### src/design/wuf_pkg.sv
`timescale 1ns / 1ps
// Shared types and constants for the weighted union-find engine.
// No dependencies; imported by every module of the block except wuf_checker.
package wuf_pkg;

  localparam int MAX_ELEMENTS = 1024;
  localparam int IDX_W        = 10;
  localparam int CNT_W        = 11;

  typedef logic [IDX_W-1:0] idx_t;
  typedef logic [CNT_W-1:0] cnt_t;

  // One forest entry: subtree size and parent link.
  typedef struct packed {
    cnt_t size;
    idx_t parent;
  } node_t;

  typedef struct packed {
    logic  we;
    idx_t  waddr;
    node_t wdata;
    idx_t  raddr;
  } ram_req_t;

  typedef struct packed {
    logic restart;
    cnt_t count;
  } cfg_t;

  localparam logic OP_QUERY = 1'b0;
  localparam logic OP_UNION = 1'b1;

  // Register index, taken from paddr[2].
  localparam logic REG_ELEMENT_COUNT = 1'b0;

endpackage

### src/design/wuf_cfg_regs.sv
`timescale 1ns / 1ps
// APB register file: the element_count register and its restart pulse.
// Depends on wuf_pkg.
module wuf_cfg_regs
  import wuf_pkg::*;
(
  input  logic        clk,
  input  logic        rst,
  input  logic        psel,
  input  logic        penable,
  input  logic        pwrite,
  input  logic [2:0]  paddr,
  input  logic [31:0] pwdata,
  output logic [31:0] prdata,
  output logic        pready,
  output cfg_t        cfg
);

  cnt_t element_count;
  cnt_t wr_value;
  logic wr_hit;

  assign pready = 1'b1;
  assign wr_hit = psel && penable && pwrite && (paddr[2] == REG_ELEMENT_COUNT);

  always_comb begin
    wr_value = pwdata[CNT_W-1:0];
    if (wr_value == '0) begin
      wr_value = cnt_t'(1);
    end else if (wr_value > cnt_t'(MAX_ELEMENTS)) begin
      wr_value = cnt_t'(MAX_ELEMENTS);
    end
  end

  always_ff @(posedge clk) begin
    if (rst) begin
      element_count <= cnt_t'(MAX_ELEMENTS);
    end else if (wr_hit) begin
      element_count <= wr_value;
    end
  end

  assign prdata = (paddr[2] == REG_ELEMENT_COUNT) ? {{(32-CNT_W){1'b0}}, element_count} : '0;

  assign cfg.restart = wr_hit;
  assign cfg.count   = element_count;

endmodule

### config.mk
export PLATFORM = sky130hd
export DESIGN_NAME = wuf_cfg_regs
export DESIGN_NICKNAME = d
export VERILOG_FILES = /design/src/design/wuf_pkg.sv /design/src/design/wuf_cfg_regs.sv
export SDC_FILE = /design/constraint.sdc
export NUM_CORES = 1
export LEC_CHECK = 0
export ABC_AREA = 1
export BUFFER_PORTS_ARGS = -buffer_cell sky130_fd_sc_hd__buf_4
export CAP_MARGIN = 5
export CORE_ASPECT_RATIO = 1.2
export CORE_UTILIZATION = 33
export DETAILED_ROUTE_END_ITERATION = 10
export PLACE_DENSITY = 0.8
export SYNTH_ARGS = -nofsm -noshare
export SYNTH_HDL_FRONTEND = slang
export SYNTH_SLANG_ARGS = --single-unit
### constraint.sdc
create_clock -name clk -period 0.9 [get_ports clk]
set_input_delay 0.09 -clock clk [delete_from_list [all_inputs] [get_ports clk]]
set_output_delay 0.09 -clock clk [all_outputs]
set_load 0.005 [all_outputs]
Word-level counts from Yosys, hierarchy flattened

Index checks and enable logic that the tools add are counted.
W data, S select, Z words.

Register bits after elaboration: 11
Input bits: 40
Output and inout port bits: 45
Logic and storage cells: 10

Order comparisons: 1
Multiplexer cells: 3
Bitwise logic cells: 1
Reduce and logical (&&, ||, !) cells: 4

Operators by type and width:

| cell                   | count |
|---|---|
| $mux W11               | 3 |
| $gt A11 B11 Y1 const B | 1 |
| $logic_not A11 Y1      | 1 |
| $logic_and A1 B1 Y1    | 3 |
| $not A1 Y1             | 1 |

Depth between registers and ports, before layout

Gate-level depths: netlist of run 1.

Word-level depth: 3
Mapped depth: 7
Depth with buffers taken out: 7

Worst setup path before layout of run 1

Ideal clock, no wire load.

Path kind: input-to-reg
Start point: input port pwdata[5]
End point: register element_count[0]
Library setup time: 0.071 ns
Arrival: 0.679 ns
Data required time: 0.829 ns
Slack: 0.150 ns
Stages: 7
Path buffers: 0
Cell sequence: nor2_1 > nand2_1 > nor2_1 > nand3_1 > nand2_2 > nand2_1 > a21oi_1

Longest elaborated chain between the ends: 3
Elaborated cells between the ends (all ways): 4
Classes of those cells: order compare (1); mux (2); reduce/logical (1)

RTL lines:

| what                 | RTL line           | source |
|---|---|---|
| from (decl)          | wuf_cfg_regs.sv:13 | `input logic [31:0] pwdata,` |
| $gt A11 B11 Y1       | wuf_cfg_regs.sv:30 | `end else if (wr_value > cnt_t'(MAX_ELEMENTS)) begin` |
| $mux W11             | wuf_cfg_regs.sv:30 |  |
| $mux W11 (*)         | wuf_cfg_regs.sv:28 | `if (wr_value == '0) begin` |
| to (signal assigned) | wuf_cfg_regs.sv:37 | `element_count <= cnt_t'(MAX_ELEMENTS);` |
| to (signal assigned) | wuf_cfg_regs.sv:39 | `element_count <= wr_value;` |
| to (decl)            | wuf_cfg_regs.sv:19 | `cnt_t element_count;` |

Every way passes the cells marked *; elsewhere a longest branch is shown, timed or not.
A chain may end at the register's enable or synchronous reset.

Worst setup path after layout of run 1

Start point: register element_count[9]
End point: output port prdata[9]

Longest elaborated chain between the ends: 1

RTL lines:

| what      | RTL line           | source |
|---|---|---|
| $mux W11  | wuf_cfg_regs.sv:43 | `assign prdata = (paddr[2] == REG_ELEMENT_COUNT) ? {{(32-CNT_W){1'b0}}, element_count} : '0;` |
| to (decl) | wuf_cfg_regs.sv:14 | `output logic [31:0] prdata,` |

No other way between the ends.

==> results of run 1 <==
==> cells by family after synthesis <==
group | count (synthesis) | synth area share
AND/OR/NAND/NOR | 49 | 0.271
buffers and inverters | 45 | 0.341
flip-flops | 11 | 0.294
other | 2 | 0.0100
AO/OA/AOI/OAI | 11 | 0.0836
==> layout make-up <==
type / instances / share of cell area
Inverter: 20 / 0.0683
Multi-Input combinational cell: 82 / 0.326
Sequential cell: 11 / 0.213
Timing Repair Buffer: 47 / 0.335
Tap cell: 30 / 0.0342
Clock buffer: 4 / 0.0239
==> repair_timing <==
item	CTS	global route
setup endpoints to repair	11	15
setup buffers	1	3
resized for setup	12	14
pin swaps	0	8
endpoints found under the hold margin	0	0
==> through the flow <==
stage          setup WS, ns  total power (W)  TNS, ns
2_1_floorplan         0.150         0.000651        0
4_1_cts             -0.0348          0.00102   -0.264
3_3_place_gp        -0.0946         0.000680   -0.681
5_1_grt             -0.0940          0.00109    -1.05
3_5_place_dp         -0.144         0.000685    -1.02
6_report            -0.0414          0.00102   -0.386
==> final timing paths <==
check	slack, ns	startpoint	end
worst min register to register	0.48	element_count[5]	element_count[5]
worst max-delay path	-0.04	element_count[9]	prdata[9]
worst min-delay path	0.07	rst	element_count[6]
worst max register to register	0.11	element_count[8]	element_count[8]
==> worst max-delay path: stages, from the launching register on <==
cell and delay [ns]:
dfxtp_2 0.35, inv_2 0.03, nor2_1 0.09, buf_4 0.11
==> report_power, final <==
group	internal, W	switching (W)	leakage (nW)	total (W)
clock	0.000172	0.000167	0.0150	0.000338
combinational	0.0000911	0.0000926	0.459	0.000184
sequential	0.000494	0.00000553	0.0934	0.000499
==> routing by layer <==
metal | vias to the layer above | part of all wire
li1 | 394 | -
met1 | 322 | 0.38
met2 | 32 | 0.54
met3 | 2 | 0.077
met4 | 0 | 0.0078
met5 | - | 0
==> cells in the final DEF, fill, tap and decap left out, drive strengths merged <==
master / instances
buf: 47
nand2: 24
conb: 22
nor2: 22
inv: 20
dfxtp: 11
a21oi: 8
clkbuf: 4
nand3: 3
a22oi: 2
o21bai: 1
==> key figures, run 1 <==
Final layout
  • Post-route cell area: 1100 sq um
  • Layout Utilization: 0.524
  • Largest register by flop count: element_count
  • Final std cells w/o fill: 194
  • Layout Area Growth over Synthesis: 46.8%
  • Nets: 205
  • Count of antenna diodes in the layout: 0
  • Largest registers: element_count: 11 flops
  • Total area of sequential cells: 234 sq um
  • Share of final-layout standard cells stronger than drive strength 1: 0.457
  • Filler instances: 221
  • Number of flip-flops under the largest register name: 11
  • Combined area of the multi-input logic cells: 358 sq um

Global route
  • Peak-usage layer in the global routing report: met2
  • Met3 layer usage reported by global route: 0.0336
  • Global routing met1 resource utilization: 0.162
  • Antenna violations before repair: 0
  • Pin count of the biggest net entering global routing: 12
  • GRT Overall Usage: 0.135
  • M2 GR Usage: 0.229
  • First-pass GRT wire length: 2.42 mm
  • Number of global-route vias before repair: 572
  • Overflow left after global routing: 0

Setup path
  • Worst-case reg-to-reg path depth: 3
  • Setup crit end kind: output pin
  • Worst setup path class: reg -> out
  • Maximum net fanout on the critical path: 3
  • Data arrival time of the critical path: 0.85 ns
  • Required @ worst endpoint: 0.81 ns
  • Nature of the critical path startpoint: register

Floorplan
  • Die Wd: 45.5 microns
  • Floorplan die height: 54.2 microns
  • Floorplan core area: 2090 sq um
  • Die outline area: 2460 sq um
  • I/O pins: 85
  • Floorplan row count: 18
  • Starting utilization of the core area: 0.357

Logic synthesis
  • Synth Flop Type: dfxtp_1
  • Post-synth EDFFs: 0
  • Post-synth ARST share: 0
  • Part of the Yosys area used for sequential elements: 0.294
  • Portion of synthesized cell area occupied by the leading cell type: 0.294
  • Synth Area per Inst: 6.34 sq um
  • Ys Warns: 0
  • Area of the mapped netlist: 748 sq um
  • Post-synthesis register bit count: 11
  • Most frequent cells after synthesis: buf_4 (23), nand2_1 (23), nor2_1 (21), inv_1 (19), dfxtp_1 (11)
  • Synthesized instance count: 118
  • Number of unique standard cell types used by synthesis: 15
  • Cell taking the most area after synthesis: dfxtp_1
  • Leading cell types by total area after synthesis: dfxtp_1 (29%), buf_4 (23%), nand2_1 (12%)

Place
  • Placed instance area: 1000 sq um
  • Routability-driven placement congestion ratio: 0.790
  • PortBufs: 39
  • Instance count after placement with tap cells included: 186
  • Detailed placement HPWL: 1.31 mm

STA
  • Worst Hold Slack: 0.0678 ns
  • Post-Route Skew: 0 ns
  • Final Hold Vio Count: 0
  • Final clock period utilization by the worst path: 1.05
  • Setup repair after global routing missed its margin: true
  • Max-slew violations: 0
  • Least setup slack across all paths after layout: -0.0414 ns
  • Final worst path period need: 0.941 ns
  • Setup-failing EPs final: 14
  • Fmax: 1.06 GHz

Power
  • Ratio of total power to cell area: 930 nW/um^2
  • Maximum resistive drop on vdd: 0.000655 V
  • Total leakage power: 0.568 nW

Clock tree
  • Clock tree from TritonCTS: yes
  • Clk slew on worst S/H paths: 0.07 ns
  • Buffer cell driving the clock tree root: clkbuf_4
  • Level count of the clock H-tree: 1
  • Clock buffer count from CTS: 3
  • Hold buffer count at CTS: 0
  • Clock Path Buffers: 2
  • Clk Latency, worst-skew pair: 0.26 ns
  • CTS sink cnt: 11

Routing
  • DRC violations left: 0
  • Per-cell routed wire length: 8.60 microns
  • Via/cell ratio: 3.87
  • Final antenna-violating net count: 0
  • Total wire length after detailed routing: 1.67 mm
  • Pre-antenna DRT Iters: 3
  • Vias after detailed routing: 750
  • Initial drt markers: 4

Status
  • Status: complete, but fails checks
  • Violated checks: negative setup slack

Job
  • Reported max-cap violation count: 0

Min path
  • Number of cells on the worst hold path: 2
  • Hold crit path type: in -> reg
(Power assumes the default switching activity.)
==> run 2: changes to the inputs <==
Settings changed: CELL_PAD_IN_SITES_DETAIL_PLACEMENT from default to 0, CELL_PAD_IN_SITES_GLOBAL_PLACEMENT from default to 2, CORE_UTILIZATION 33 to 14, SKIP_CTS_REPAIR_TIMING from default to 1.
==> key figures, run 2 (synthesis results as in run 1) <==
STA
  • Setup-failing EPs final: 1
  • Worst Hold Slack: 0.102 ns
  • Final clock period utilization by the worst path: 1.01
  • Fmax: 1.10 GHz
  • Post-Route Skew: 0 ns
  • Max-slew violations: 0
  • Least setup slack across all paths after layout: -0.00549 ns
  • Post-route setup TNS: -0.00549 ns
  • Final worst path period need: 0.905 ns
  • Final Hold Vio Count: 0
  • Setup repair after global routing missed its margin: true

Floorplan
  • Floorplan core area: 5040 sq um
  • Starting utilization of the core area: 0.148
  • Die outline area: 5640 sq um
  • I/O pins: 85
  • Die Wd: 68.7 microns
  • Floorplan row count: 28
  • Floorplan die height: 82.1 microns

Status
  • Status: complete, but fails checks
  • Violated checks: negative setup slack

Routing
  • Total wire length after detailed routing: 1.87 mm
  • DRC violations left: 0
  • Uppermost layer routed: met4
  • Vias after detailed routing: 765
  • Final antenna-violating net count: 0
  • Pre-antenna DRT Iters: 3
  • Initial drt markers: 13
  • Post-route met1 wirelength: 678 microns
  • Per-cell routed wire length: 8.28 microns
  • Length of routed met3 wiring: 158 microns
  • Via/cell ratio: 3.38
  • Routed wire length on met2: 964 microns

Power
  • Switching Power: 0.000280 W
  • Proportion of power drawn by flip-flops and latches: 0.424
  • Switching fraction of total power: 0.237
  • Cell internal pwr: 0.000902 W
  • Ratio of total power to cell area: 1020 nW/um^2
  • Maximum resistive drop on vdd: 0.000343 V
  • Relative contribution of combinational cells to total power: 0.162
  • Proportion of power drawn by the clock network: 0.414
  • Total leakage power: 0.587 nW

Setup path
  • Data arrival time of the critical path: 0.82 ns
  • Setup crit end kind: output pin
  • Nature of the critical path startpoint: register
  • Required @ worst endpoint: 0.81 ns
  • Ordered list of cells on the worst path: inv_2 > nor2_1 > buf_4
  • Worst setup path class: reg -> out
  • Crit-path max cell delay: 0.35 ns
  • Master of the slowest instance on the critical path: dfxtp_2
  • Maximum net fanout on the critical path: 3

Global route
  • GRT Overall Usage: 0.0677
  • Number of global-route vias before repair: 662
  • Pin count of the biggest net entering global routing: 12
  • First-pass GRT wire length: 2.77 mm
  • Overflow left after global routing: 0
  • Antenna violations before repair: 0

Final layout
  • Largest registers: element_count: 11 flops
  • Count of antenna diodes in the layout: 0
  • Share of final-layout standard cells stronger than drive strength 1: 0.476
  • Largest register by flop count: element_count
  • Layout Utilization: 0.231
  • Top library cells by usage in the layout, fill and taps aside: buf_4 (48), nand2_1 (23), conb_1 (22)
  • Number of flip-flops under the largest register name: 11
  • Nets: 207
  • Final std cells w/o fill: 226
  • Filler instances: 600
  • Layout Area Growth over Synthesis: 55.5%
  • Most common cell after layout, fill and taps aside: buf_4
  • Post-route cell area: 1160 sq um

Clock tree
  • Clock buffer count from CTS: 3
  • Level count of the clock H-tree: 1
  • Buffer cell driving the clock tree root: clkbuf_8
  • CTS sink cnt: 11
  • Clk slew on worst S/H paths: 0.05 ns
  • Clock tree from TritonCTS: yes
  • Clk Latency, worst-skew pair: 0.23 ns
  • Clock Path Buffers: 2

Job
  • Reported max-cap violation count: 0

Place
  • PortBufs: 39
  • Routability-driven placement congestion ratio: 0.645
  • Placed instance area: 1060 sq um
  • Instance count after placement with tap cells included: 218
  • Detailed placement HPWL: 1.54 mm

Min path
  • Hold crit path type: in -> reg
run 2: changes by cell type in the layout (fill, tap and decap cells not counted), sizes merged:
cell  before  now
buf       47   49
run 2: layout make-up:
type,count,area [sq um],share of cell area
multi-input combinational,82,363,0.312
sequential,11,234,0.201
inverter,20,75.1,0.0645
timing repair buffer,49,372,0.319
tap,60,75.1,0.0645
clock buffer,4,45.0,0.0387
run 2: metrics by stage:
stage	power, W	worst slack [ns]
floorplan	0.000651	0.150
global placement	0.000694	-0.153
detailed placement	0.000695	-0.153
CTS	0.00119	-0.0392
global route	0.00127	-0.0563
finish	0.00118	-0.00549
run 2: power by group through the flow:
stage	combinational (W)	sequential (W)	clock, W
floorplan	0.000142	0.000509	0
global placement	0.000185	0.000509	0
detailed placement	0.000186	0.000509	0
CTS	0.000187	0.000499	0.000507
global route	0.000216	0.000501	0.000550
finish	0.000192	0.000501	0.000490
run 2: worst max-delay path: cells and delay by family, from the launching register on:
family	cells	cell delay (ns)
AND/OR/NAND/NOR	1	0.08
buffers and inverters	2	0.15
flip-flops	1	0.35
run 2: per-layer routing:
layer | up-vias | global-route usage
li1 | 398 | -
met1 | 324 | 0.0648
met2 | 36 | 0.120
met3 | 7 | 0.0153
met4 | 0 | 0.0571
met5 | - | 0
run 2: final timing paths:
kind / slack [ns] / endpoint / depth (start not counted) / start
worst max-delay path: -0.005 / prdata[9] / 3 / element_count[9]
worst min-delay path: 0.10 / element_count[6] / 2 / rst
worst max register to register: 0.17 / element_count[10] / 3 / element_count[10]
worst min register to register: 0.48 / element_count[5] / 2 / element_count[5]
==> run 3: changes to the inputs <==
Settings changed: CORE_MARGIN from default to 1, PLACE_DENSITY 0.8 to default, PLACE_DENSITY_LB_ADDON from default to 0.1.
==> key figures, run 3 (synthesis results as in run 1) <==
Clock tree
  • CTS sink cnt: 11
  • Clk slew on worst S/H paths: 0.05 ns
  • Clock buffer count from CTS: 3
  • Clock tree from TritonCTS: yes
  • Clock Path Buffers: 2
  • Clk Latency, worst-skew pair: 0.24 ns
  • Buffer cell driving the clock tree root: clkbuf_8
  • Level count of the clock H-tree: 1

Global route
  • Overflow left after global routing: 0
  • Number of global-route vias before repair: 666
  • Pin count of the biggest net entering global routing: 12
  • First-pass GRT wire length: 3.06 mm
  • Antenna violations before repair: 0
  • GRT Overall Usage: 0.0778

Setup path
  • Nature of the critical path startpoint: register
  • Maximum net fanout on the critical path: 3
  • Master of the slowest instance on the critical path: dfxtp_2
  • Data arrival time of the critical path: 0.82 ns
  • Largest delay contributor family on the critical path: flip-flops
  • Worst setup path class: reg -> out
  • Setup crit end kind: output pin
  • Buf+Inv Stages, Crit Path: 2
  • Ordered list of cells on the worst path: inv_1 > nor2_1 > buf_4
  • Crit-path max cell delay: 0.34 ns
  • Required @ worst endpoint: 0.81 ns

STA
  • Setup repair after global routing missed its margin: true
  • Least setup slack across all paths after layout: -0.0110 ns
  • Final Hold Vio Count: 0
  • Worst Hold Slack: 0.102 ns
  • Fmax: 1.10 GHz
  • Post-Route Skew: 0 ns
  • Final clock period utilization by the worst path: 1.01
  • Max-slew violations: 0
  • Setup-failing EPs final: 3
  • Final worst path period need: 0.911 ns

Power
  • Proportion of power drawn by flip-flops and latches: 0.415
  • Proportion of power drawn by the clock network: 0.420
  • Switching Power: 0.000303 W
  • Total leakage power: 0.576 nW
  • Ratio of total power to cell area: 1040 nW/um^2
  • Relative contribution of combinational cells to total power: 0.166
  • Post-route total power: 0.00121 W
  • Cell internal pwr: 0.000905 W
  • Maximum resistive drop on vdd: 0.000314 V
  • Switching fraction of total power: 0.251

Floorplan
  • Floorplan core area: 5040 sq um
  • Starting utilization of the core area: 0.148
  • Die outline area: 5640 sq um
  • Floorplan die height: 82.1 microns
  • Floorplan row count: 28
  • Die Wd: 68.7 microns
  • I/O pins: 85

Place
  • PortBufs: 39
  • Routability-driven placement congestion ratio: 0.654
  • Detailed placement HPWL: 1.67 mm
  • Placed instance area: 1060 sq um
  • Worst slack, placed: -0.141 ns

Routing
  • DRC violations left: 0
  • Total wire length after detailed routing: 2.14 mm
  • Vias after detailed routing: 745
  • Per-cell routed wire length: 9.49 microns
  • Initial drt markers: 30
  • Final antenna-violating net count: 0
  • Pre-antenna DRT Iters: 3
  • Via/cell ratio: 3.31

Job
  • Reported max-cap violation count: 0

Final layout
  • Filler instances: 594
  • Top library cells by usage in the layout, fill and taps aside: buf_4 (48), nand2_1 (23), conb_1 (22)
  • Nets: 206
  • Post-route cell area: 1160 sq um
  • Share of final-layout standard cells stronger than drive strength 1: 0.503
  • Largest registers: element_count: 11 flops
  • Most common cell after layout, fill and taps aside: buf_4
  • Count of antenna diodes in the layout: 0
  • Largest register by flop count: element_count
  • Number of flip-flops under the largest register name: 11
  • Layout Area Growth over Synthesis: 55.5%

Status
  • Status: complete, but fails checks
  • Violated checks: negative setup slack

Min path
  • Hold crit path type: in -> reg
-- run 3: metal layers --
metal  global-route usage  wire length, microns  vias to the layer above  part of all wire
li1                     -                     -                      398                 -
met1               0.0803                   825                      314              0.39
met2                0.135                  1140                       31              0.54
met3               0.0181                   135                        2             0.063
met4               0.0551                    30                        0             0.014
met5                    0                     0                        -                 0
-- run 3: layout make-up --
cell class / count / area [sq um] / share of cell area
timing repair buffer: 48 / 360 / 0.310
clock buffer: 4 / 45.0 / 0.0387
sequential: 11 / 234 / 0.201
tap: 60 / 75.1 / 0.0645
inverter: 20 / 75.1 / 0.0645
multi-input combinational: 82 / 374 / 0.322
-- run 3: worst paths after layout --
path,endpoint,slack [ns],startpoint,depth (start not counted)
setup / recovery,prdata[6],-0.01,element_count[6],3
hold / removal,element_count[8],0.10,pwdata[8],3
setup reg to reg,element_count[6],0.20,element_count[6],3
hold reg to reg,element_count[3],0.48,element_count[3],2
-- run 3: power by group through the flow --
stage	sequential (W)	combinational [W]	clock, W
after floorplan	0.000509	0.000142	0
after global placement	0.000509	0.000194	0
after detailed placement	0.000509	0.000193	0
after CTS	0.000499	0.000193	0.000538
after global routing	0.000501	0.000226	0.000570
final	0.000501	0.000200	0.000507
-- run 3: through the flow --
stage,TNS (ns),cells,utilization
6_report,-0.0212,225,0.231
5_1_grt,-0.520,225,0.231
4_1_cts,-0.388,223,0.220
3_5_place_dp,-1.07,219,0.211
3_3_place_gp,-1.02,219,0.211
2_1_floorplan,0,138,-
-- run 3: worst reg2reg max path, cell delays in order, from the launching register on --
cell and delay [ns]:
dfxtp_2 0.34, buf_4 0.10, nand2_1 0.04, a21oi_1 0.14
