`config.mk`:
```
export PLATFORM = sky130hd
export DESIGN_NAME = wuf_sequencer
export DESIGN_NICKNAME = d
export VERILOG_FILES = /design/src/design/wuf_pkg.sv /design/src/design/wuf_sequencer.sv
export SDC_FILE = /design/constraint.sdc
export NUM_CORES = 1
export LEC_CHECK = 0
export BUFFER_PORTS_ARGS = -buffer_cell sky130_fd_sc_hd__buf_2
export CAP_MARGIN = 10
export CORE_UTILIZATION = 49
export CTS_CLUSTER_DIAMETER = 120
export DETAILED_ROUTE_END_ITERATION = 10
export PLACE_DENSITY = 0.83
export SYNTH_ARGS = -nofsm -noshare
export SYNTH_HDL_FRONTEND = slang
export SYNTH_SLANG_ARGS = --single-unit
```
`constraint.sdc`:
```
create_clock -name clk -period 4.6 [get_ports clk]
set_clock_uncertainty 0.2 [all_clocks]
set_input_delay 0.46 -clock clk [delete_from_list [all_inputs] [get_ports clk]]
set_output_delay 0.46 -clock clk [all_outputs]
set_load 0.005 [all_outputs]
```
`src/design/wuf_pkg.sv`:
```
`timescale 1ns / 1ps
// Shared types and constants for the weighted union-find engine.
// No dependencies; imported by every module of the block except wuf_checker.
package wuf_pkg;

  localparam int MAX_ELEMENTS = 1024;
  localparam int IDX_W        = 10;
  localparam int CNT_W        = 11;

  typedef logic [IDX_W-1:0] idx_t;
  typedef logic [CNT_W-1:0] cnt_t;

  // One forest entry: subtree size and parent link.
  typedef struct packed {
    cnt_t size;
    idx_t parent;
  } node_t;

  typedef struct packed {
    logic  we;
    idx_t  waddr;
    node_t wdata;
    idx_t  raddr;
  } ram_req_t;

  typedef struct packed {
    logic restart;
    cnt_t count;
  } cfg_t;

  localparam logic OP_QUERY = 1'b0;
  localparam logic OP_UNION = 1'b1;

  // Register index, taken from paddr[2].
  localparam logic REG_ELEMENT_COUNT = 1'b0;

endpackage

```
`src/design/wuf_sequencer.sv`:
```
`timescale 1ns / 1ps
// Sequencer for the union-find engine: forest clearing, root walks, linking.
// Depends on wuf_pkg; drives the request port of wuf_forest_ram.
module wuf_sequencer
  import wuf_pkg::*;
(
  input  logic     clk,
  input  logic     rst,
  input  cfg_t     cfg,
  input  logic     start,
  output logic     busy,
  input  logic     operation,
  input  idx_t     index_p,
  input  idx_t     index_q,
  output logic     done,
  output idx_t     root_p,
  output idx_t     root_q,
  output logic     same_set,
  output logic     merged,
  output cnt_t     component_count,
  output logic     index_error,
  output ram_req_t req,
  input  node_t    rd
);

  typedef enum logic [6:0] {
    S_CLEAR  = 7'b0000001,
    S_IDLE   = 7'b0000010,
    S_WALK_P = 7'b0000100,
    S_WALK_Q = 7'b0001000,
    S_LINK   = 7'b0010000,
    S_GROW   = 7'b0100000,
    S_FINISH = 7'b1000000
  } state_t;

  state_t state;
  idx_t   clr_addr;
  idx_t   cur;
  logic   op_reg;
  idx_t   q_reg;
  logic   err_reg;
  idx_t   rp_reg;
  idx_t   rq_reg;
  cnt_t   size_p;
  cnt_t   size_q;
  idx_t   big_root;
  cnt_t   size_sum;
  logic   merge_reg;
  cnt_t   sets_left;

  logic   out_of_range;
  logic   do_merge;
  logic   p_under;
  logic   at_root;

  assign busy         = (state != S_IDLE);
  assign out_of_range = ({1'b0, index_p} >= cfg.count) || ({1'b0, index_q} >= cfg.count);
  assign at_root      = (rd.parent == cur);
  assign do_merge     = (op_reg == OP_UNION) && (rp_reg != rq_reg);
  // Smaller tree goes under the larger; on a tie the q root goes under p.
  assign p_under      = (size_p < size_q);

  always_comb begin
    req.we    = 1'b0;
    req.waddr = clr_addr;
    req.wdata = '0;
    req.raddr = cur;
    case (state)
      S_CLEAR: begin
        req.we    = 1'b1;
        req.wdata = '{size: cnt_t'(1), parent: clr_addr};
      end
      S_IDLE: begin
        req.raddr = index_p;
      end
      S_WALK_P: begin
        req.raddr = at_root ? q_reg : rd.parent;
      end
      S_WALK_Q: begin
        req.raddr = rd.parent;
      end
      S_LINK: begin
        req.we = do_merge;
        if (p_under) begin
          req.waddr = rp_reg;
          req.wdata = '{size: size_p, parent: rq_reg};
        end else begin
          req.waddr = rq_reg;
          req.wdata = '{size: size_q, parent: rp_reg};
        end
      end
      S_GROW: begin
        req.we    = 1'b1;
        req.waddr = big_root;
        req.wdata = '{size: size_sum, parent: big_root};
      end
      default: begin
        req.we = 1'b0;
      end
    endcase
  end

  always_ff @(posedge clk) begin
    if (rst) begin
      state    <= S_CLEAR;
      clr_addr <= '0;
      done     <= 1'b0;
    end else begin
      done <= 1'b0;
      if (cfg.restart) begin
        state    <= S_CLEAR;
        clr_addr <= '0;
      end else begin
        case (state)
          S_CLEAR: begin
            clr_addr <= clr_addr + idx_t'(1);
            if (clr_addr == idx_t'(MAX_ELEMENTS - 1)) begin
              sets_left <= cfg.count;
              state     <= S_IDLE;
            end
          end
          S_IDLE: begin
            if (start) begin
              op_reg  <= operation;
              q_reg   <= index_q;
              cur     <= index_p;
              err_reg <= out_of_range;
              state   <= out_of_range ? S_FINISH : S_WALK_P;
            end
          end
          S_WALK_P: begin
            if (at_root) begin
              rp_reg <= cur;
              size_p <= rd.size;
              cur    <= q_reg;
              state  <= S_WALK_Q;
            end else begin
              cur <= rd.parent;
            end
          end
          S_WALK_Q: begin
            if (at_root) begin
              rq_reg <= cur;
              size_q <= rd.size;
              state  <= S_LINK;
            end else begin
              cur <= rd.parent;
            end
          end
          S_LINK: begin
            merge_reg <= do_merge;
            big_root  <= p_under ? rq_reg : rp_reg;
            size_sum  <= size_p + size_q;
            if (do_merge) begin
              if (sets_left != '0) begin
                sets_left <= sets_left - cnt_t'(1);
              end
              state <= S_GROW;
            end else begin
              state <= S_FINISH;
            end
          end
          S_GROW: begin
            state <= S_FINISH;
          end
          S_FINISH: begin
            done            <= 1'b1;
            index_error     <= err_reg;
            root_p          <= err_reg ? '0 : rp_reg;
            root_q          <= err_reg ? '0 : rq_reg;
            same_set        <= err_reg ? 1'b0 : (rp_reg == rq_reg);
            merged          <= err_reg ? 1'b0 : merge_reg;
            component_count <= sets_left;
            state           <= S_IDLE;
          end
          default: begin
            state <= S_IDLE;
          end
        endcase
      end
    end
  end

endmodule

```
; After elaboration in Yosys (flattened, before gate mapping)
; Index checks and enable logic that the tools add are counted.
[word_totals]
inputBits = 57
wordCells = 85
register_bits = 149
[classes]
muxes = 22
reduce_logical = 15
n_eq_ne = 19
addsub = 3
order_cmp = 3
bitwise = 2
[ops]
columns = op, count
row1 = 21-bit one-hot mux with 3 select lines, 1
row2 = 10-bit one-hot mux with 3 select lines, 2
row3 = 7-bit 2-to-1 mux, 6
row4 = 7-bit one-hot mux with 6 select lines, 1
row5 = 10-bit 2-to-1 mux, 4
row6 = 11-bit 2-to-1 mux, 3
row7 = 31-bit 2-to-1 mux, 1
row8 = 10-bit by 11-bit greater-or-equal comparator with 1-bit output, 2
row9 = 11-bit one-hot mux with 2 select lines, 1
row10 = 10-bit == test, 2
row11 = 10-bit one-hot mux with 2 select lines, 1
row12 = 4-bit AND reduction, 4
row13 = 2-bit inequality test (second input constant), 7
row14 = 11-bit adder, 1
row15 = 11-bit < comparator, 1
row16 = 11-bit nonzero test, 1
row17 = 11-bit by 1-bit subtractor with 11-bit output (second input constant), 1
row18 = 10-bit by 1-bit adder with 10-bit output (second input constant), 1
row19 = 10-bit == test (second input constant), 1
row20 = 10-bit inequality test, 1
row21 = 7-bit by 1-bit == test with 1-bit output (second input constant), 1
row22 = 7-bit by 2-bit == test with 1-bit output (second input constant), 1
row23 = 7-bit by 3-bit == test with 1-bit output (second input constant), 1
row24 = 7-bit by 4-bit == test with 1-bit output (second input constant), 1
row25 = 15 further kinds, 18

; Logic depth before layout (Yosys ltp)
; Gate-level depths: netlist (run 1).
[depth]
ltp_word = 5
mapped_depth = 10
depth_no_buf = 9

; Worst setup path before layout (run 1)
; Ideal clock, no wire load.
[synth_path]
kind = input port to flip-flop
start = in rd[5] (netlist name)
end = reg rq_reg[0] (enable)
slack_ns = 0.552
stages = 4
required_time_ns = 3.948
path_buffers = 0
t_arrival_ns = 3.395
path_cell_list = xnor2_1 nand2_1 or4_4 nor4_1
[synth_between]
elab_chain_cells = 2
[synth_lines]
columns = element, line_no
row1 = start: declaration, wuf_sequencer.sv:23  ; input node_t rd
row2 = 10-bit == test, wuf_sequencer.sv:58  ; assign at_root = (rd.parent == cur);
row3 = 4-bit AND reduction (no line), n/a
row4 = end signal: assignment, wuf_sequencer.sv:143  ; rq_reg <= cur;
row5 = end: declaration, wuf_sequencer.sv:43  ; idx_t rq_reg;
; No other way between the ends.
; A chain may end at the register's enable or synchronous reset.

==> flow_summary.toml, run 1 <==
[power_and_ir_drop]
switching_share_pct = 22.13
leakagePower_nw = 3.862
p_int_w = 0.002263
p_switching_w = 0.0006430
power_frac_clock_pct = 46.4
seqPwrFrac_pct = 50.2
power.density_mw_per_mm2 = 314.3
ir_drop_v = 0.0002428
combinationalPowerShare_pct = 3.4

[floorplanning]
io_pins = 135
rows = 45
core_mm2 = 0.01531
die_area_mm2 = 0.01635
fp.dieH_um = 127.9
initial_core_util_pct = 50.69
dieWidth_um = 127.9

[setup_path]
max_stage_delay_ns = 0.56
required_ns = 3.94
cp_num_buf_inv = 1
critPathKind = "register to output port"
crit_family = "compound AO/OA/AOI/OAI gates"
cpMaxStageDelayCell = "o221ai_4"
path_max_fanout = 18
crit_path_start_kind = "register"
worstPathCellList = "ha_1, a21o_1, a21oi_1, nand2_1, o221ai_4, mux2_1, a31o_1, buf_2"
crit_arrival_ns = 3.15
crit_path_end_kind = "output port"

[drt]
vias = 5889
drc = 0
routed_via_density = 5.785
top_layer = "met4"
wl_met3_um = 1588
route.met2.wl_um = 8855
finalWirelength_um = 18410
drt-initial-drc-count = 521
wire_per_inst_um = 18.08
m1WireLength_um = 7552
ant_nets = 0
dr.pass1.iters = 7

[synth]
synth_area_per_cell_um2 = 11.85
mappedNetlistArea_mm2 = 0.007762
syn_nets = 756
synth_cell_types = 61
yosys_register_bits = 149
synth_largest_area_cell = "edfxtp_1"
synth.area.top_cells = "edfxtp_1 51%, ha_1 6.9%, dfxtp_1 4.6%"
synthCells = 655
synth-edff-count = 131
async_reset_ff_share_pct = 0
yosysWarnings = 0
synth-main-ff-cell = "edfxtp_1"
ys_seq_area_share_pct = 55.32
netlist.area_leader.share_pct = 50.68

[sta]
maxSlewHeadroom_pct = 20.34
fin_setup_tns_ns = 0
setup_viol = 0
rsz0062_at_grt = "no"
tightest_slew_ns = 1.190
finalHoldViolCount = 0
slew_viol_final = 0
hold_ws_ns = 0.01377
clock.fmax_mhz = 262.6
min_period_over_period_pct = 82.78
post-route-min-period_ns = 3.808

[place]
io_buffers = 134
dpl_cell_area_mm2 = 0.008673
hpwlAfterDp_um = 13410
gp_congestion = 0.8621

[grt]
grt_pass1_vias = 5492
grt_antenna_before_repair = 1
grt_remaining_overflow = 0
track_usage_pct = 23.14
grt_max_degree = 35
grt_first_pass_wirelength_um = 28390

[clock_tree]
cts_resized = 0
clockBufferDepth = 2
clockRootBuffer = "clkbuf_16"
cts_tree = "yes"
cts.clk_slew.worst_paths_ns = 0.06
holdBufCountCts = 0
insertion_delay_ns = 0.43
htreeDepth = 4
cts_setup_buffers = 0
tritoncts.num_buffers = 17
cts.sinks = 149

[final_layout]
drive_above_1_share_pct = 23.33
stdcell_area_mm2 = 0.009245
final_common_cell = "buf_2"
synthToLayoutAreaGrowth_pct = 19.10
nets = 894
layout_common_cells = "134 x buf_2, 131 x edfxtp_1, 50 x nand2_1"

[run]
max_cap_viol_count = 0

[worst_hold_path]
hp-class = "input port to register"

[status]
status = "completed"
-- final cells by class --
cell class / instances / area (um^2)
Fill cell: 1221 / 6070
Timing Repair Buffer: 145 / 753.2
Sequential cell: 149 / 4294
Antenna cell: 1 / 2.502
Tap cell: 211 / 264.0
Clock inverter: 15 / 143.9
Multi-Input combinational cell: 435 / 3193
Clock buffer: 17 / 425.4
Inverter: 45 / 168.9
-- synth_stat cells (all sizes together), types with 8 or more instances --
cell type	count
xor2	21
nand2	50
inv	45
xnor2	22
a21o	8
nor2	33
a22oi	31
nor2b	25
ha	43
dfxtp	18
a31o	10
buf	10
mux2	10
a222oi	8
o21ai	38
a22o	10
edfxtp	131
clkbuf	16
a21oi	21
mux2i	23
nand4	9
-- worst paths after layout --
kind                                             start                      endpoint  slack, ns  depth (start not counted)
worst max register to register   state[4]$_SDFFE_PN0P_         size_sum[7]$_DFFE_PP_       1.30                          5
worst min-delay path                         operation              op_reg$_DFFE_PP_       0.01                          1
worst max-delay path               size_p[8]$_DFFE_PP_                       req[13]       0.79                          8
worst min register to register  sets_left[3]$_DFFE_PP_  component_count[3]$_DFFE_PP_       0.29                          0
-- power groups by stage --
stage | combinational, W | clock, W | sequential, W
floorplan | 0.0000472 | 0 | 0.00149
global placement | 0.0000925 | 0 | 0.00149
detailed placement | 0.0000972 | 0 | 0.00149
CTS | 0.0000981 | 0.00136 | 0.00146
global route | 0.000111 | 0.00141 | 0.00146
finish | 0.0000991 | 0.00135 | 0.00146
-- metrics by stage --
stage	instances	total power (W)	utilization [%]	setup slack, ns
final	1018	0.002906	60.37	0.7923
after global routing	1018	0.002977	60.37	0.6609
after CTS	1017	0.002915	60.35	0.8118
after detailed placement	985	0.001586	56.63	1.279
after global placement	985	0.001581	56.63	1.343
after floorplan	655	0.001535	-	0.5523
-- kinds of logic after synthesis --
kind of cell	synth area share (%)
adder cells (fa/ha/maj)	7.189
flip-flops	55.32
XOR/XNOR	4.852
AO/OA/AOI/OAI	13.68
multiplexers	4.417
AND/OR/NAND/NOR	10.74
buffers and inverters	3.804
-- worst register-to-register path: cells and delay by family, from the launching register on --
kind,cells,cell delay (ns)
buf+inv,2,0.70
simple gates,3,1.74
flops,1,0.36
-- per-layer routing --
metal / global-route usage (%) / vias up
met1: 29.71 / 2818
met3: 6.010 / 36
li1: - / 2724
met2: 37.56 / 311
met4: 8.997 / 0
met5: 0 / -
(Power assumes the default switching activity.)
==> inputs of run 2 (changes only) <==
--- a/config.mk
+++ b/config.mk
@@ -5,12 +5,13 @@
 export SDC_FILE = /design/constraint.sdc
 export NUM_CORES = 1
 export LEC_CHECK = 0
+export ABC_AREA = 1
 export BUFFER_PORTS_ARGS = -buffer_cell sky130_fd_sc_hd__buf_2
 export CAP_MARGIN = 10
 export CORE_UTILIZATION = 49
 export CTS_CLUSTER_DIAMETER = 120
 export DETAILED_ROUTE_END_ITERATION = 10
-export PLACE_DENSITY = 0.83
+export PLACE_DENSITY = 0.86
 export SYNTH_ARGS = -nofsm -noshare
 export SYNTH_HDL_FRONTEND = slang
 export SYNTH_SLANG_ARGS = --single-unit
==> constraint.sdc (replaced) <==
create_clock -name clk -period 3.1 [get_ports clk]
set_clock_uncertainty 0.2 [all_clocks]
set_input_delay 0.31 -clock clk [delete_from_list [all_inputs] [get_ports clk]]
set_output_delay 0.31 -clock clk [all_outputs]
set_load 0.005 [all_outputs]
==> flow_summary.toml, run 2 <==
[status]
status = "completed"

[drt]
m1WireLength_um = 8617
wl_met3_um = 1738
top_layer = "met4"
route.met2.wl_um = 10140
dr.pass1.iters = 5
drc = 0
routed_via_density = 5.461
ant_nets = 0
drt-initial-drc-count = 709
finalWirelength_um = 21090
wire_per_inst_um = 16.24
vias = 7094

[power_and_ir_drop]
power.density_mw_per_mm2 = 448.2
ir_drop_v = 0.0004011
leakagePower_nw = 4.440
seqPwrFrac_pct = 48.1
power_frac_clock_pct = 47.7
p_switching_w = 0.0008866
combinationalPowerShare_pct = 4.2
p_int_w = 0.003618
switching_share_pct = 19.68

[floorplanning]
core_mm2 = 0.01600
die_area_mm2 = 0.01703
rows = 46
fp.dieH_um = 130.5
io_pins = 135
dieWidth_um = 130.5
initial_core_util_pct = 50.56

[grt]
grt_first_pass_wirelength_um = 32730
track_usage_pct = 25.57
grt_remaining_overflow = 0
grt_pass1_vias = 6740
grt_max_degree = 39
grt_antenna_before_repair = 0

[synth]
mappedNetlistArea_mm2 = 0.008089
yosys_register_bits = 149
synth-main-ff-cell = "edfxtp_1"
synth-edff-count = 131
synth_area_per_cell_um2 = 9.058
async_reset_ff_share_pct = 0
synth_top_cells_by_count = "234 x nand2_1, 131 x edfxtp_1, 103 x inv_1"
netlist.area_leader.share_pct = 48.63
synth.area.top_cells = "edfxtp_1 49%, nand2_1 11%, ha_1 6.7%"
yosysMostFrequentCell = "nand2_1"
synthCells = 893
syn_nets = 994
synth_largest_area_cell = "edfxtp_1"
ys_seq_area_share_pct = 53.09
yosysWarnings = 0
synth_cell_types = 42

[setup_path]
critPathKind = "register to output port"
required_ns = 2.59
max_stage_delay_ns = 0.45
cpMaxStageDelayCell = "edfxtp_1"
cp_num_buf_inv = 3
crit_family = "simple AND/OR/NAND/NOR gates"
path_common_cell = "nand2_1"
crit_arrival_ns = 2.44
crit_path_start_kind = "register"
path_max_fanout = 6
worstPathCellList = "ha_1, inv_1, nor3_1, nand3_2, nand3_4, buf_4, nand2_1, o21ai_1, nand2_1, nand2_1, buf_2"
crit_path_end_kind = "output port"

[sta]
tightest_slew_ns = 0.8783
slew_viol_final = 0
finalHoldViolCount = 0
maxSlewHeadroom_pct = 41.45
min_period_over_period_pct = 95.23
timing.final.ws_setup_ns = 0.1479
fin_setup_tns_ns = 0
post-route-min-period_ns = 2.952
hold_ws_ns = 0.01251
clock.fmax_mhz = 338.7
setup_viol = 0

[clock_tree]
clockBufferDepth = 2
htreeDepth = 4
clockRootBuffer = "clkbuf_16"
tritoncts.num_buffers = 17
insertion_delay_ns = 0.43
cts_tree = "yes"
cts.clk_slew.worst_paths_ns = 0.06
cts.sinks = 149

[place]
place_inst = 1236
io_buffers = 134
dpl_worst_slack_ns = 0.5036
hpwlAfterDp_um = 14960
gp_congestion = 0.9233

[final_layout]
drive_above_1_share_pct = 19.41
seq_area_mm2 = 0.004294
multiInputGateArea_mm2 = 0.003343
synthToLayoutAreaGrowth_pct = 24.25
fill_cells = 1286
nets = 1170
layout_common_cells = "234 x nand2_1, 134 x buf_2, 131 x edfxtp_1"
layout.cells.non_filler = 1299
final_common_cell = "nand2_1"

[worst_hold_path]
hp-class = "input port to register"

[run]
max_cap_viol_count = 0
[run 2: cell count changes after synthesis, sizes merged, moves of 25 or more]
cell | before | now
nor2 | 33 | 100
nand3 | 7 | 63
inv | 45 | 105
a22oi | 31 | 0
nor2b | 25 | 0
nand2 | 50 | 235
[run 2: what timing repair did]
action                                  in CTS  in global routing
buffers inserted                             0                  4
gates resized for setup                      0                  9
endpoints found under the hold margin       36                  0
hold buffers                                25                  0
endpoints found under the setup margin       0                 27
[run 2: through the flow]
stage | utilization [%] | instance area, um^2 | power (W)
finish | 62.82 | 10050 | 0.004505
global route | 62.80 | 10050 | 0.004617
CTS | 62.15 | 9945 | 0.004511
detailed placement | 56.77 | 9084 | 0.002369
global placement | 56.77 | 9084 | 0.002361
floorplan | - | 8104 | 0.002289
[run 2: logic make-up after synthesis]
kind of cell / Yosys count / share of synthesized area (%)
DFF: 149 / 53.09
AOI/OAI and AO/OA: 81 / 5.754
adders and majority gates: 44 / 6.899
xor gates and xnor gates: 24 / 2.599
buffers and inverters: 130 / 6.512
and+or+nand+nor: 465 / 25.15
[run 2: cell type report]
type                            instances  share of cell area, %
Antenna cell                            1                0.02490
Clock buffer                           22                  4.519
Clock inverter                         10                  1.556
Inverter                              106                  3.959
Multi-Input combinational cell        614                  33.26
Sequential cell                       149                  42.72
Tap cell                              216                  2.689
Timing Repair Buffer                  181                  11.27
[run 2: tightest hold or removal path: cells and delay by family]
| kind | cells | cell delay, ns |
|---|---|---|
| buf+inv | 1 | 0.10 |
| simple gates | 2 | 0.13 |
[run 2: path summary, 6_finish.rpt]
| kind | startpoint | end | slack [ns] | cells after the start |
|---|---|---|---|---|
| worst min register to register | sets_left[1]$_DFFE_PP_ | component_count[1]$_DFFE_PP_ | 0.29 | 0 |
| worst max register to register | state[1]$_SDFFE_PN0P_ | cur[4]$_DFFE_PP_ | 0.63 | 9 |
| worst min-delay path | index_p[1] | cur[1]$_DFFE_PP_ | 0.01 | 3 |
| worst max-delay path | size_p[4]$_DFFE_PP_ | req[20] | 0.15 | 11 |
[run 2: power by group through the flow]
stage                     sequential, W  combinational [W]  clock, W
after floorplan                 0.00221          0.0000809         0
after CTS                       0.00217           0.000185   0.00216
after detailed placement        0.00221           0.000159         0
final                           0.00217           0.000189   0.00215
after global placement          0.00221           0.000152         0
after global routing            0.00217           0.000212   0.00224
[run 2: routing by layer]
metal | global-route usage [%] | vias up
met5 | 0 | -
met4 | 12.10 | 0
met3 | 5.212 | 47
met2 | 42.73 | 388
met1 | 31.83 | 3311
li1 | - | 3348
==> inputs of run 3 (changes only) <==
--- a/config.mk
+++ b/config.mk
@@ -8,10 +8,12 @@
 export ABC_AREA = 1
 export BUFFER_PORTS_ARGS = -buffer_cell sky130_fd_sc_hd__buf_2
 export CAP_MARGIN = 10
-export CORE_UTILIZATION = 49
+export CELL_PAD_IN_SITES_DETAIL_PLACEMENT = 1
+export CELL_PAD_IN_SITES_GLOBAL_PLACEMENT = 2
+export CORE_UTILIZATION = 31
 export CTS_CLUSTER_DIAMETER = 120
 export DETAILED_ROUTE_END_ITERATION = 10
-export PLACE_DENSITY = 0.86
+export PLACE_DENSITY = 0.88
 export SYNTH_ARGS = -nofsm -noshare
 export SYNTH_HDL_FRONTEND = slang
 export SYNTH_SLANG_ARGS = --single-unit
==> constraint.sdc (replaced) <==
create_clock -name clk -period 2.4 [get_ports clk]
set_clock_uncertainty 0.2 [all_clocks]
set_input_delay 0.24 -clock clk [delete_from_list [all_inputs] [get_ports clk]]
set_output_delay 0.24 -clock clk [all_outputs]
set_load 0.005 [all_outputs]
==> flow_summary.toml, run 3 (synthesis results as in run 2) <==
[status]
status = "finished with violations"
violations = "negative setup slack"

[setup_path]
path_max_fanout = 12
crit_path_end_kind = "output port"
crit_path_start_kind = "register"
crit_arrival_ns = 2.43
required_ns = 1.96
max_stage_delay_ns = 0.44
cp_num_buf_inv = 2
cpMaxStageDelayCell = "edfxtp_1"
worstPathCellList = "ha_4, a21oi_4, o31ai_4, nand3_2, nand3_4, clkbuf_16, o211ai_1, nand2_1, buf_2"
crit_family = "compound AO/OA/AOI/OAI gates"
critPathKind = "register to output port"

[clock_tree]
clockBufferDepth = 2
clockRootBuffer = "clkbuf_16"
htreeDepth = 4
cts.clk_slew.worst_paths_ns = 0.06
tritoncts.num_buffers = 17
cts_tree = "yes"
cts.sinks = 149
insertion_delay_ns = 0.43

[floorplanning]
fp.dieH_um = 163.5
initial_core_util_pct = 31.85
die_area_mm2 = 0.02674
rows = 58
io_pins = 135
dieWidth_um = 163.5
core_mm2 = 0.02540

[sta]
finalHoldViolCount = 0
setup_viol = 41
slew_viol_final = 0
maxSlewHeadroom_pct = 58.28
tightest_slew_ns = 0.6252
min_period_over_period_pct = 119.5
post-route-min-period_ns = 2.869
clock.fmax_mhz = 348.6
timing.final.ws_setup_ns = -0.4689
fin_setup_tns_ns = -13.94
rsz0062_at_grt = "yes"
hold_ws_ns = 0.01934

[run]
max_cap_viol_count = 0

[power_and_ir_drop]
power_frac_clock_pct = 44.8
switching_share_pct = 22.17
seqPwrFrac_pct = 49.9
combinationalPowerShare_pct = 5.3
power.density_mw_per_mm2 = 469.3
ir_drop_v = 0.0003686
leakagePower_nw = 5.340
p_switching_w = 0.001242
p_int_w = 0.004362

[grt]
grt_antenna_before_repair = 3
track_usage_pct = 20.76
grt_max_degree = 45
grt_remaining_overflow = 0
grt_first_pass_wirelength_um = 41750
grt_pass1_vias = 7789

[place]
hpwlAfterDp_um = 18830
gp_congestion = 0.8552
io_buffers = 134

[drt]
wire_per_inst_um = 17.82
finalWirelength_um = 27720
vias = 7501
drc = 0
dr.pass1.iters = 5
ant_nets = 0
routed_via_density = 4.821
drt-initial-drc-count = 410

[final_layout]
fill_cells = 2938
drive_above_1_share_pct = 36.11
nets = 1312
synthToLayoutAreaGrowth_pct = 47.63
final_common_cell = "nand2_1"
layout_common_cells = "180 x nand2_1, 133 x buf_2, 131 x edfxtp_1"

[worst_hold_path]
hp-class = "input port to register"
-- run 3: repair_timing --
item	CTS	global route
pin swaps	16	33
setup endpoints to repair	63	53
buffers inserted	18	19
hold buffers	48	0
gates resized for setup	79	96
endpoints found under the hold margin	50	0
gates cloned	3	5
-- run 3: per-layer routing --
layer | vias up | track usage, % | part of all wire [%]
met5 | - | 0 | 0.043
met4 | 2 | 6.439 | 1.7
li1 | 3639 | - | -
met1 | 3640 | 25.57 | 44
met2 | 186 | 36.67 | 50
met3 | 34 | 3.580 | 4.5
-- run 3: worst register-to-register path: stages, from the launching register on --
cell and delay [ns]:
edfxtp_1 0.44, ha_4 0.34, inv_4 0.05, buf_4 0.13
a21oi_1 0.20, o21ai_0 0.20, nand2_1 0.11, nand2_1 0.09
a31oi_1 0.18, xor2_1 0.11
-- run 3: layout make-up --
cell class	count	area, um^2	share of cell area, %
sequential	149	4298	35.99
multi-input combinational	615	3827	32.05
timing repair buffer	322	2452	20.54
clock buffer	19	432.9	3.625
tap	330	412.9	3.458
inverter	106	402.9	3.374
clock inverter	13	110.1	0.9220
antenna	2	5.005	0.04191
-- run 3: worst paths after layout --
| path | cells after the start | slack, ns | startpoint | endpoint |
|---|---|---|---|---|
| max reg2reg | 9 | 0.10 | size_p[2]$_DFFE_PP_ | size_sum[7]$_DFFE_PP_ |
| max | 9 | -0.47 | size_p[2]$_DFFE_PP_ | req[31] |
| min | 3 | 0.02 | cfg[5] | sets_left[5]$_DFFE_PP_ |
| min reg2reg | 0 | 0.29 | sets_left[5]$_DFFE_PP_ | component_count[5]$_DFFE_PP_ |
-- run 3: power by group through the flow --
stage | logic [W] | clock network (W) | registers, W
floorplan | 0.000105 | 0 | 0.00285
global placement | 0.000215 | 0 | 0.00285
detailed placement | 0.000224 | 0 | 0.00285
CTS | 0.000287 | 0.00256 | 0.00280
global route | 0.000329 | 0.00266 | 0.00280
finish | 0.000297 | 0.00251 | 0.00280
-- run 3: stage by stage --
step | total power [W] | worst slack [ns] | instances | utilization [%] | cell area [um^2]
detailed placement | 0.003076 | -0.1941 | 1431 | 38.96 | 9894
CTS | 0.005648 | -0.4421 | 1532 | 44.78 | 11370
global placement | 0.003066 | -0.1289 | 1431 | 38.96 | 9894
finish | 0.005604 | -0.4689 | 1556 | 47.01 | 11940
global route | 0.005785 | -0.5723 | 1554 | 47.00 | 11940
floorplan | 0.002957 | -0.6124 | 893 | - | 8112
